File: src/sv/stp_pkg.sv
// Package for the scrolling trace plotter: geometry constants, register
// indexes, draw codes, controller states and the divider status struct.
// Used by the top module, the divider and the testbench.
package stp_pkg;

  // Trace geometry.
  localparam int unsigned TRACE_COLUMNS = 128;
  localparam int unsigned CLEAR_OFFSET  = 10;
  localparam int unsigned COL_W         = $clog2(TRACE_COLUMNS);
  localparam int unsigned ERASE_RESET   = CLEAR_OFFSET % TRACE_COLUMNS;

  // Field widths.
  localparam int unsigned DATA_W = 16;
  localparam int unsigned X_W    = 7;
  localparam int unsigned Y_W    = 6;

  // Row mapping: row = ROW_BASE - floor(scaled * ROW_SPAN / 2**SCALE_BITS).
  localparam int unsigned ROW_BASE     = 55;
  localparam int unsigned ROW_SPAN     = 35;
  localparam int unsigned ROW_TOP      = 20;
  localparam int unsigned ERASE_TOP    = 19;
  localparam int unsigned ERASE_BOTTOM = 56;
  localparam int unsigned SCALE_BITS   = 10;
  localparam int unsigned Q_W          = SCALE_BITS + 1;
  localparam int unsigned DIV_CNT_W    = $clog2(Q_W);
  localparam int unsigned PROD_W       = Q_W + 6;
  localparam int unsigned DROP_W       = PROD_W - SCALE_BITS;

  // Configuration registers.
  localparam int unsigned CFG_IDX_W = 2;
  localparam logic [CFG_IDX_W-1:0] CFG_TRACE_MIN = 2'd0;
  localparam logic [CFG_IDX_W-1:0] CFG_TRACE_MAX = 2'd1;
  localparam logic signed [DATA_W-1:0] TRACE_MIN_RESET = 16'sd0;
  localparam logic signed [DATA_W-1:0] TRACE_MAX_RESET = 16'sd8192;

  // Draw command codes.
  localparam logic DRAW_PIXEL = 1'b0;
  localparam logic DRAW_LINE  = 1'b1;
  localparam logic INK_OFF    = 1'b0;
  localparam logic INK_ON     = 1'b1;

  typedef enum logic [3:0] {
    ST_IDLE,
    ST_CLAMP,
    ST_DIV,
    ST_ROW,
    ST_RD0,
    ST_RD1,
    ST_RD2,
    ST_CMD1,
    ST_CMD2,
    ST_CMD3
  } state_e;

  typedef struct packed {
    logic busy;
    logic done;
  } div_stat_t;

endpackage

File: src/sv/scrolling_trace_plotter_top.sv
// Strip-chart trace renderer: one absorbance sample in, three draw transfers out.
// Depends on stp_pkg, stp_div and stp_ram.
//
// Each sample is accepted, clamped, divided in the bit-serial divider (one
// quotient bit per cycle), mapped to a row, then the two old rows are read from
// the row ring RAM through its single read port (RD0, RD1, RD2), and the three
// commands are handed out. A span (trace_max - trace_min) that is not positive
// skips the divider and the row mapping. A command waits while the output
// register is still full. One sample is processed at a time; the next sample is
// taken while the final command may still wait in the output register. The row
// ring needs no clearing pass: per-entry valid bits make unwritten rows read zero.
module scrolling_trace_plotter_top (
  input  logic                          clk_i,
  input  logic                          rst_ni,
  input  logic                          cfg_valid_i,
  output logic                          cfg_ready_o,
  input  logic [stp_pkg::CFG_IDX_W-1:0] cfg_index_i,
  input  logic [stp_pkg::DATA_W-1:0]    cfg_data_i,
  input  logic                          in_valid_i,
  output logic                          in_ready_o,
  input  logic signed [stp_pkg::DATA_W-1:0] absorbance_i,
  output logic                          out_valid_o,
  input  logic                          out_ready_i,
  output logic                          draw_kind_o,
  output logic [stp_pkg::X_W-1:0]       x_start_o,
  output logic [stp_pkg::Y_W-1:0]       y_start_o,
  output logic [stp_pkg::X_W-1:0]       x_end_o,
  output logic [stp_pkg::Y_W-1:0]       y_end_o,
  output logic                          ink_on_o,
  output logic                          last_command_o
);
  import stp_pkg::*;

  localparam logic [COL_W-1:0] COL_LAST = COL_W'(TRACE_COLUMNS - 1);

  state_e state_q, state_d;

  logic signed [DATA_W-1:0] min_q, max_q;
  logic signed [DATA_W-1:0] sample_q;
  logic [COL_W-1:0] plot_col_q, erase_col_q;
  logic [Y_W-1:0]   prev_row_q, row_q, row_d;
  logic [Y_W-1:0]   rd0_q, rd1_q;
  logic [TRACE_COLUMNS-1:0] row_vld_q;
  logic             rd_vld_q;

  // Controller outputs.
  logic             in_ready, div_start, ram_re, load_out, commit, row_load;
  logic             rd0_load, rd1_load;
  logic [COL_W-1:0] ram_raddr;
  logic             cmd_kind, cmd_ink, cmd_last;
  logic [X_W-1:0]   cmd_xs, cmd_xe;
  logic [Y_W-1:0]   cmd_ys, cmd_ye;

  // Output register.
  logic             out_valid_q;
  logic             out_kind_q, out_ink_q, out_last_q;
  logic [X_W-1:0]   out_xs_q, out_xe_q;
  logic [Y_W-1:0]   out_ys_q, out_ye_q;
  logic             out_free;

  // Clamp and span.
  logic signed [DATA_W-1:0] clamp_a;
  logic signed [DATA_W:0]   diff, span;
  logic                     span_pos;

  // Divider and row mapping.
  logic [Q_W-1:0]    quo;
  div_stat_t         div_stat;
  logic [PROD_W-1:0] prod;
  logic [DROP_W-1:0] drop;
  logic [DROP_W-1:0] row_cand;
  logic [Y_W-1:0]    ram_rdata;
  logic [Y_W-1:0]    rd_word;

  assign cfg_ready_o = 1'b1;
  assign out_free    = !out_valid_q || out_ready_i;

  always_comb begin
    clamp_a = sample_q;
    if (clamp_a < min_q) begin
      clamp_a = min_q;
    end
    if (clamp_a > max_q) begin
      clamp_a = max_q;
    end
    diff     = {clamp_a[DATA_W-1], clamp_a} - {min_q[DATA_W-1], min_q};
    span     = {max_q[DATA_W-1], max_q} - {min_q[DATA_W-1], min_q};
    span_pos = !span[DATA_W] && (span != '0);
  end

  stp_div u_div (
    .clk_i      (clk_i),
    .rst_ni     (rst_ni),
    .start_i    (div_start),
    .dividend_i (diff[DATA_W-1:0]),
    .divisor_i  (span[DATA_W-1:0]),
    .quo_o      (quo),
    .stat_o     (div_stat)
  );

  always_comb begin
    prod     = PROD_W'(quo) * PROD_W'(ROW_SPAN);
    drop     = prod[PROD_W-1:SCALE_BITS];
    row_cand = DROP_W'(ROW_BASE) - drop;
    row_d    = prev_row_q;
    if ((drop <= DROP_W'(ROW_BASE)) && (row_cand >= DROP_W'(ROW_TOP))) begin
      row_d = Y_W'(row_cand);
    end
  end

  stp_ram #(
    .WIDTH (Y_W),
    .DEPTH (TRACE_COLUMNS)
  ) u_ring (
    .clk_i   (clk_i),
    .we_i    (commit),
    .waddr_i (plot_col_q),
    .wdata_i (row_q),
    .re_i    (ram_re),
    .raddr_i (ram_raddr),
    .rdata_o (ram_rdata)
  );

  assign rd_word = rd_vld_q ? ram_rdata : '0;

  always_ff @(posedge clk_i or negedge rst_ni) begin
    if (!rst_ni) begin
      state_q <= ST_IDLE;
    end else begin
      state_q <= state_d;
    end
  end

  always_comb begin
    state_d   = state_q;
    in_ready  = 1'b0;
    div_start = 1'b0;
    ram_re    = 1'b0;
    ram_raddr = erase_col_q;
    load_out  = 1'b0;
    commit    = 1'b0;
    row_load  = 1'b0;
    rd0_load  = 1'b0;
    rd1_load  = 1'b0;
    cmd_kind  = DRAW_LINE;
    cmd_ink   = INK_OFF;
    cmd_last  = 1'b0;
    cmd_xs    = X_W'(erase_col_q);
    cmd_xe    = X_W'(erase_col_q);
    cmd_ys    = Y_W'(ERASE_TOP);
    cmd_ye    = Y_W'(ERASE_BOTTOM);
    case (state_q)
      ST_IDLE: begin
        in_ready = 1'b1;
        if (in_valid_i) begin
          state_d = ST_CLAMP;
        end
      end
      ST_CLAMP: begin
        if (span_pos) begin
          div_start = 1'b1;
          state_d   = ST_DIV;
        end else begin
          state_d = ST_RD0;
        end
      end
      ST_DIV: begin
        if (div_stat.done) begin
          state_d = ST_ROW;
        end
      end
      ST_ROW: begin
        row_load = 1'b1;
        state_d  = ST_RD0;
      end
      ST_RD0: begin
        ram_re    = 1'b1;
        ram_raddr = (erase_col_q == '0) ? '0 : erase_col_q - 1'b1;
        state_d   = ST_RD1;
      end
      ST_RD1: begin
        rd0_load = 1'b1;
        ram_re   = 1'b1;
        state_d  = ST_RD2;
      end
      ST_RD2: begin
        rd1_load = 1'b1;
        state_d  = ST_CMD1;
      end
      ST_CMD1: begin
        if (erase_col_q == '0) begin
          cmd_kind = DRAW_PIXEL;
          cmd_xs   = '0;
          cmd_xe   = '0;
          cmd_ys   = rd0_q;
          cmd_ye   = rd0_q;
        end else begin
          cmd_xs = X_W'(erase_col_q - 1'b1);
          cmd_ys = rd0_q;
          cmd_ye = rd1_q;
        end
        if (out_free) begin
          load_out = 1'b1;
          state_d  = ST_CMD2;
        end
      end
      ST_CMD2: begin
        if (out_free) begin
          load_out = 1'b1;
          state_d  = ST_CMD3;
        end
      end
      ST_CMD3: begin
        cmd_ink  = INK_ON;
        cmd_last = 1'b1;
        cmd_xe   = X_W'(plot_col_q);
        cmd_ye   = row_q;
        if (plot_col_q == '0) begin
          cmd_kind = DRAW_PIXEL;
          cmd_xs   = '0;
          cmd_ys   = row_q;
        end else begin
          cmd_xs = X_W'(plot_col_q - 1'b1);
          cmd_ys = prev_row_q;
        end
        if (out_free) begin
          load_out = 1'b1;
          commit   = 1'b1;
          state_d  = ST_IDLE;
        end
      end
      default: begin
        state_d = ST_IDLE;
      end
    endcase
  end

  assign in_ready_o = in_ready;

  // Control state and configuration.
  always_ff @(posedge clk_i or negedge rst_ni) begin
    if (!rst_ni) begin
      min_q       <= TRACE_MIN_RESET;
      max_q       <= TRACE_MAX_RESET;
      plot_col_q  <= '0;
      erase_col_q <= COL_W'(ERASE_RESET);
      prev_row_q  <= '0;
      row_vld_q   <= '0;
      out_valid_q <= 1'b0;
    end else begin
      if (cfg_valid_i) begin
        case (cfg_index_i)
          CFG_TRACE_MIN: min_q <= cfg_data_i;
          CFG_TRACE_MAX: max_q <= cfg_data_i;
          default: ;
        endcase
      end
      if (commit) begin
        prev_row_q            <= row_q;
        row_vld_q[plot_col_q] <= 1'b1;
        plot_col_q  <= (plot_col_q == COL_LAST) ? '0 : plot_col_q + 1'b1;
        erase_col_q <= (erase_col_q == COL_LAST) ? '0 : erase_col_q + 1'b1;
      end
      if (load_out) begin
        out_valid_q <= 1'b1;
      end else if (out_ready_i) begin
        out_valid_q <= 1'b0;
      end
    end
  end

  // Payload registers.
  always_ff @(posedge clk_i) begin
    if (in_ready && in_valid_i) begin
      sample_q <= absorbance_i;
    end
    if (state_q == ST_CLAMP) begin
      row_q <= prev_row_q;
    end else if (row_load) begin
      row_q <= row_d;
    end
    if (ram_re) begin
      rd_vld_q <= row_vld_q[ram_raddr];
    end
    if (rd0_load) begin
      rd0_q <= rd_word;
    end
    if (rd1_load) begin
      rd1_q <= rd_word;
    end
    if (load_out) begin
      out_kind_q <= cmd_kind;
      out_xs_q   <= cmd_xs;
      out_ys_q   <= cmd_ys;
      out_xe_q   <= cmd_xe;
      out_ye_q   <= cmd_ye;
      out_ink_q  <= cmd_ink;
      out_last_q <= cmd_last;
    end
  end

  assign out_valid_o    = out_valid_q;
  assign draw_kind_o    = out_kind_q;
  assign x_start_o      = out_xs_q;
  assign y_start_o      = out_ys_q;
  assign x_end_o        = out_xe_q;
  assign y_end_o        = out_ye_q;
  assign ink_on_o       = out_ink_q;
  assign last_command_o = out_last_q;

  a_last_is_ink : assert property (@(posedge clk_i) disable iff (!rst_ni)
    out_valid_o |-> (last_command_o == ink_on_o))
    else $error("only the final command of a sample draws with ink");

  a_pixel_shape : assert property (@(posedge clk_i) disable iff (!rst_ni)
    (out_valid_o && (draw_kind_o == DRAW_PIXEL)) |->
      ((x_start_o == '0) && (x_end_o == '0) && (y_start_o == y_end_o)))
    else $error("pixel command is not a single point at column zero");

  a_idle_div : assert property (@(posedge clk_i) disable iff (!rst_ni)
    in_ready_o |-> !div_stat.busy)
    else $error("divider busy while waiting for a sample");

endmodule

File: src/sv/stp_ram.sv
// Generic single-port-write, single-port-read RAM with a registered read.
// No dependencies.
module stp_ram #(
  parameter int unsigned WIDTH = 8,
  parameter int unsigned DEPTH = 16
) (
  input  logic                     clk_i,
  input  logic                     we_i,
  input  logic [$clog2(DEPTH)-1:0] waddr_i,
  input  logic [WIDTH-1:0]         wdata_i,
  input  logic                     re_i,
  input  logic [$clog2(DEPTH)-1:0] raddr_i,
  output logic [WIDTH-1:0]         rdata_o
);

  logic [WIDTH-1:0] mem_q [DEPTH];
  logic [WIDTH-1:0] rdata_q;

  always_ff @(posedge clk_i) begin
    if (we_i) begin
      mem_q[waddr_i] <= wdata_i;
    end
    if (re_i) begin
      rdata_q <= mem_q[raddr_i];
    end
  end

  assign rdata_o = rdata_q;

endmodule

File: src/sv/stp_div.sv
// Bit-serial restoring divider: floor(d * 2**SCALE_BITS / span), one
// quotient bit per cycle. Depends on stp_pkg.
module stp_div (
  input  logic                      clk_i,
  input  logic                      rst_ni,
  input  logic                      start_i,
  input  logic [stp_pkg::DATA_W-1:0] dividend_i,
  input  logic [stp_pkg::DATA_W-1:0] divisor_i,
  output logic [stp_pkg::Q_W-1:0]    quo_o,
  output stp_pkg::div_stat_t          stat_o
);
  import stp_pkg::*;

  localparam logic [DIV_CNT_W-1:0] LAST_STEP = DIV_CNT_W'(Q_W - 1);

  logic                 busy_q, busy_d;
  logic [DIV_CNT_W-1:0] cnt_q, cnt_d;
  logic [DATA_W-1:0]    rem_q, rem_d;
  logic [DATA_W-1:0]    dsr_q, dsr_d;
  logic [Q_W-1:0]       num_q, num_d;
  logic [Q_W-1:0]       quo_q, quo_d;
  logic [DATA_W:0]      trial;
  logic [DATA_W:0]      diff;
  logic                 fits;
  logic                 done;

  assign done = busy_q && (cnt_q == LAST_STEP);

  // The dividend is d shifted left by SCALE_BITS. Its bits above the
  // quotient width are d >> 1, which is already below the divisor when
  // d <= span, so the partial remainder starts there.
  always_comb begin
    trial = {rem_q, num_q[Q_W-1]};
    diff  = trial - {1'b0, dsr_q};
    fits  = !diff[DATA_W];
    busy_d = busy_q;
    cnt_d  = cnt_q;
    rem_d  = rem_q;
    dsr_d  = dsr_q;
    num_d  = num_q;
    quo_d  = quo_q;
    if (start_i) begin
      busy_d = 1'b1;
      cnt_d  = '0;
      rem_d  = dividend_i >> 1;
      dsr_d  = divisor_i;
      num_d  = {dividend_i[0], {(Q_W-1){1'b0}}};
    end else if (busy_q) begin
      rem_d = fits ? diff[DATA_W-1:0] : trial[DATA_W-1:0];
      quo_d = {quo_q[Q_W-2:0], fits};
      num_d = {num_q[Q_W-2:0], 1'b0};
      cnt_d = cnt_q + 1'b1;
      if (done) begin
        busy_d = 1'b0;
      end
    end
  end

  always_ff @(posedge clk_i or negedge rst_ni) begin
    if (!rst_ni) begin
      busy_q <= 1'b0;
      cnt_q  <= '0;
    end else begin
      busy_q <= busy_d;
      cnt_q  <= cnt_d;
    end
  end

  always_ff @(posedge clk_i) begin
    rem_q <= rem_d;
    dsr_q <= dsr_d;
    num_q <= num_d;
    quo_q <= quo_d;
  end

  assign quo_o       = quo_q;
  assign stat_o.busy = busy_q;
  assign stat_o.done = done;

  a_no_restart : assert property (@(posedge clk_i) disable iff (!rst_ni)
    start_i |-> !busy_q)
    else $error("divider started while busy");

  a_done_ends : assert property (@(posedge clk_i) disable iff (!rst_ni)
    done |=> !busy_q)
    else $error("divider still busy after its last step");

endmodule

File: config.mk
export PLATFORM = sky130hd
export DESIGN_NAME = scrolling_trace_plotter_top
export DESIGN_NICKNAME = d
export VERILOG_FILES = /design/src/sv/stp_pkg.sv /design/src/sv/scrolling_trace_plotter_top.sv /design/src/sv/stp_ram.sv /design/src/sv/stp_div.sv
export SDC_FILE = /design/constraint.sdc
export NUM_CORES = 2
export LEC_CHECK = 0
export ABC_AREA = 1
export BUFFER_PORTS_ARGS = -buffer_cell sky130_fd_sc_hd__clkbuf_2
export CAP_MARGIN = 0
export CORE_MARGIN = 2
export CORE_UTILIZATION = 30
export DETAILED_ROUTE_END_ITERATION = 10
export GPL_TIMING_DRIVEN = 0
export REMOVE_ABC_BUFFERS = 1
export SYNTH_ARGS = -nofsm -noshare
export SYNTH_HDL_FRONTEND = slang
export SYNTH_SLANG_ARGS = --single-unit
File: constraint.sdc
create_clock -name clk_i -period 12.2 [get_ports clk_i]
set_input_delay 1.83 -clock clk_i [delete_from_list [all_inputs] [get_ports clk_i]]
set_output_delay 1.83 -clock clk_i [all_outputs]
set_load 0.1 [all_outputs]
==> flow_metrics.py <==
metrics = {
    "status": {
        "outcome": "complete, no violations",
    },
    "setup_path": {
        "end_kind": "flip-flop",
        "worstPathArrival_ps": 7860,
        "crit_required_ps": 12770,
        "cpPeakStageDelay_ps": 740,
        "critical_path.most_common_cell": "nand2_1",
        "slowest_stage": "nand3_1",
        "critPathKind": "flip-flop to flip-flop",
        "worstPathMaxFanout": 32,
        "cp-start-kind": "flip-flop",
    },
    "die": {
        "io_pins": 71,
        "rows": 152,
        "die_w_um": 419,
        "die-area_sq_um": 175000,
        "fp.coreArea_sq_um": 171000,
        "initial_core_util_pct": 30.1,
        "die_height_um": 419,
    },
    "pwr": {
        "powerDensity_nw_per_um2": 298,
        "leakage_nw": 24.1,
        "vdd_ir_drop_max_v": 0.000246,
    },
    "sta": {
        "fmax_mhz": 137,
        "fin_skew_ps": 26.5,
        "relSlewSlack_pct": 13.4,
        "rsz0062_at_grt": "false",
        "setup_viol": 0,
        "fin_crit_ps": 7290,
        "holdWs_ps": 456,
        "hold_violations": 0,
        "slew_violations": 0,
        "worst_slew_pin_slew_ps": 1290,
        "worst_slack_ps": 4910,
        "fin_crit_sh_pct": 59.7,
    },
    "cells_and_area": {
        "nets": 5345,
        "nFillCells": 17000,
        "antenna_cells": 0,
        "final_util_pct": 34.6,
        "area_growth_pct": 14.8,
        "drive_gt1_share_pct": 6.95,
        "fin_area_sq_um": 59300,
        "multi_input_area_sq_um": 16400,
        "register_area_sq_um": 31200,
    },
    "route": {
        "ant_nets": 0,
        "drc": 0,
        "viasPerCell": 4.87,
        "drt_wl_total_um": 137000,
        "routedWlPerCell_um": 18.0,
        "detailedRoute.firstIterationViolations": 3362,
        "dr.pass1.iters": 6,
        "vias": 37000,
    },
    "synth": {
        "synthTopCellsByCount": "nand2_1 (1,010), nand3_1 (906), edfxtp_1 (880), inv_1 (718), o21ai_0 (320)",
        "synth_seq_area_share_pct": 60.4,
        "synth_most_common_cell": "nand2_1",
        "synth_top_area_share_pct": 51.2,
        "async_reset_ff_share_pct": 17.7,
        "synth_cell_types": 53,
        "synthCells": 5218,
        "syn_area_sq_um": 51600,
        "postSynthAreaPerCell_sq_um": 9.90,
        "yosys_warnings": 0,
        "synth-main-ff-cell": "edfxtp_1",
        "synth_seq_cells": 1071,
        "yosys.area.top_type": "edfxtp_1",
        "synth-edff-count": 880,
        "synth.top_cells.by_area": "edfxtp_1 (51%), dfrtp_1 (9.1%), nand3_1 (8.8%)",
    },
    "place": {
        "placed_area_sq_um": 55400,
        "dpl.hpwl_um": 84700,
        "dp_slack_ps": 5100,
        "place_congestion": 0.846,
        "io_buffers": 69,
    },
    "clocking": {
        "cts-root-buf": "clkbuf_16",
        "clk-insertion-delay-late_ps": 720,
        "post_cts_buffers": 0,
        "clk_pin_slew_ps": 60,
        "cts_max_path_buffers": 3,
        "ctsHoldBuffers": 0,
        "cts.sinks": 1071,
        "cts_inserted_buffers": 114,
        "post_cts_resized": 0,
        "htreeDepth": 3,
        "tritoncts": "done",
    },
    "global_routing": {
        "grt_usage_pct": 15.3,
        "antenna_found_initial": 1,
        "globalRouteOverflowTotal": 0,
        "grt_pass1_vias": 36000,
        "grt_pass1_wl_um": 212000,
        "grt_max_degree": 144,
    },
    "min_path": {
        "hold_path_class": "flip-flop to flip-flop",
    },
    "flow_run": {
        "drv_cap": 0,
    },
}
[worst max-delay path, delay by kind of cell (launching register included)]
family | cells | cell delay, ps
compound gates | 7 | 2380
xor+xnor | 1 | 160
fa+ha+maj | 3 | 1160
buf+inv | 4 | 370
flops | 1 | 430
simple gates | 17 | 2680
[flip-flops by register name, indices dropped and copies added (netlist names), 4 cells and up]
signal / cells
u_div.rem_q: 16
prev_row_q: 6
x_end_o: 7
rd0_q: 6
row_q: 6
y_end_o: 6
max_q: 16
u_ring.mem_q: 768
rd1_q: 6
plot_col_q: 7
u_ring.rdata_o: 6
row_vld_q: 128
erase_col_q: 7
min_q: 16
y_start_o: 6
x_start_o: 7
state_q: 4
u_div.dsr_q: 16
u_div.quo_o: 11
sample_q: 16
u_div.cnt_q: 4
[routing by layer]
layer  share of wire [%]  track usage, %
met3                 6.0            2.03
met1                  43            20.2
met4                 3.0            5.21
met2                  48            25.8
met5              0.0095               0
[layout by cell type, fill, tap and decap left out, types with 16 or more instances in the layout]
cell / n
xnor2_1: 19
clkbuf_16: 115
nand3_1: 901
nand3b_1: 290
ha_1: 118
o21ai_0: 319
buf_16: 54
clkinv_1: 19
inv_1: 716
edfxtp_1: 880
xor2_1: 26
nand2_1: 1008
clkinv_2: 23
dfrtp_1: 187
a21oi_1: 63
o211ai_1: 25
clkbuf_2: 68
nor2_1: 226
clkbuf_1: 26
bufinv_16: 16
[path summary, 6_finish.rpt]
check	from	end	slack, ps	cells after the start
max in group asynchronous	rst_ni	row_vld_q[92]$_DFFE_PN0P_	9980	3
worst max register to register	min_q[15]$_DFFE_PN0P_	u_div.rem_q[11]$_DFFE_PP_	4910	32
worst min register to register	row_vld_q[46]$_DFFE_PN0P_	row_vld_q[46]$_DFFE_PN0P_	460	2
min in group asynchronous	rst_ni	max_q[2]$_DFFE_PN0P_	1040	1
worst min-delay path	row_vld_q[46]$_DFFE_PN0P_	row_vld_q[46]$_DFFE_PN0P_	460	2
worst max-delay path	min_q[15]$_DFFE_PN0P_	u_div.rem_q[11]$_DFFE_PP_	4910	32
[logic make-up (layout without fill, tap and decap cells)]
group	after synthesis	count (layout)	synth area share (%)
AOI/OAI and AO/OA	458	458	4.80
xor gates and xnor gates	45	45	0.763
adders and majority gates	127	127	3.21
buffers and inverters	1025	1086	8.10
DFF	1071	1071	60.4
other	1	1	0.00726
and+or+nand+nor	2491	2491	22.7
[report_power, final]
| group | switching [mW] | internal, mW |
|---|---|---|
| Combinational | 6.35 | 2.80 |
| Sequential | 0.217 | 4.70 |
| Clock | 1.48 | 2.12 |
| Total | 8.05 | 9.63 |
[final cells by class]
class / count / share of cell area [%]
Inverter: 728 / 4.63
Multi-Input combinational cell: 3122 / 27.7
Timing Repair Buffer: 142 / 3.66
Clock inverter: 67 / 1.34
Clock buffer: 149 / 5.20
Sequential cell: 1071 / 52.6
Tap cell: 2310 / 4.87
[through the flow]
| stage | TNS, ps | std cells | total power, mW |
|---|---|---|---|
| 2_1_floorplan | -616 | 4921 | 10.8 |
| 3_3_place_gp | -75780 | 7300 | 14.0 |
| 3_5_place_dp | 0 | 7372 | 14.1 |
| 4_1_cts | 0 | 7588 | 17.7 |
| 5_1_grt | 0 | 7589 | 18.8 |
| 6_report | 0 | 7589 | 17.7 |
Note: power is estimated with default switching activity, not from simulation.
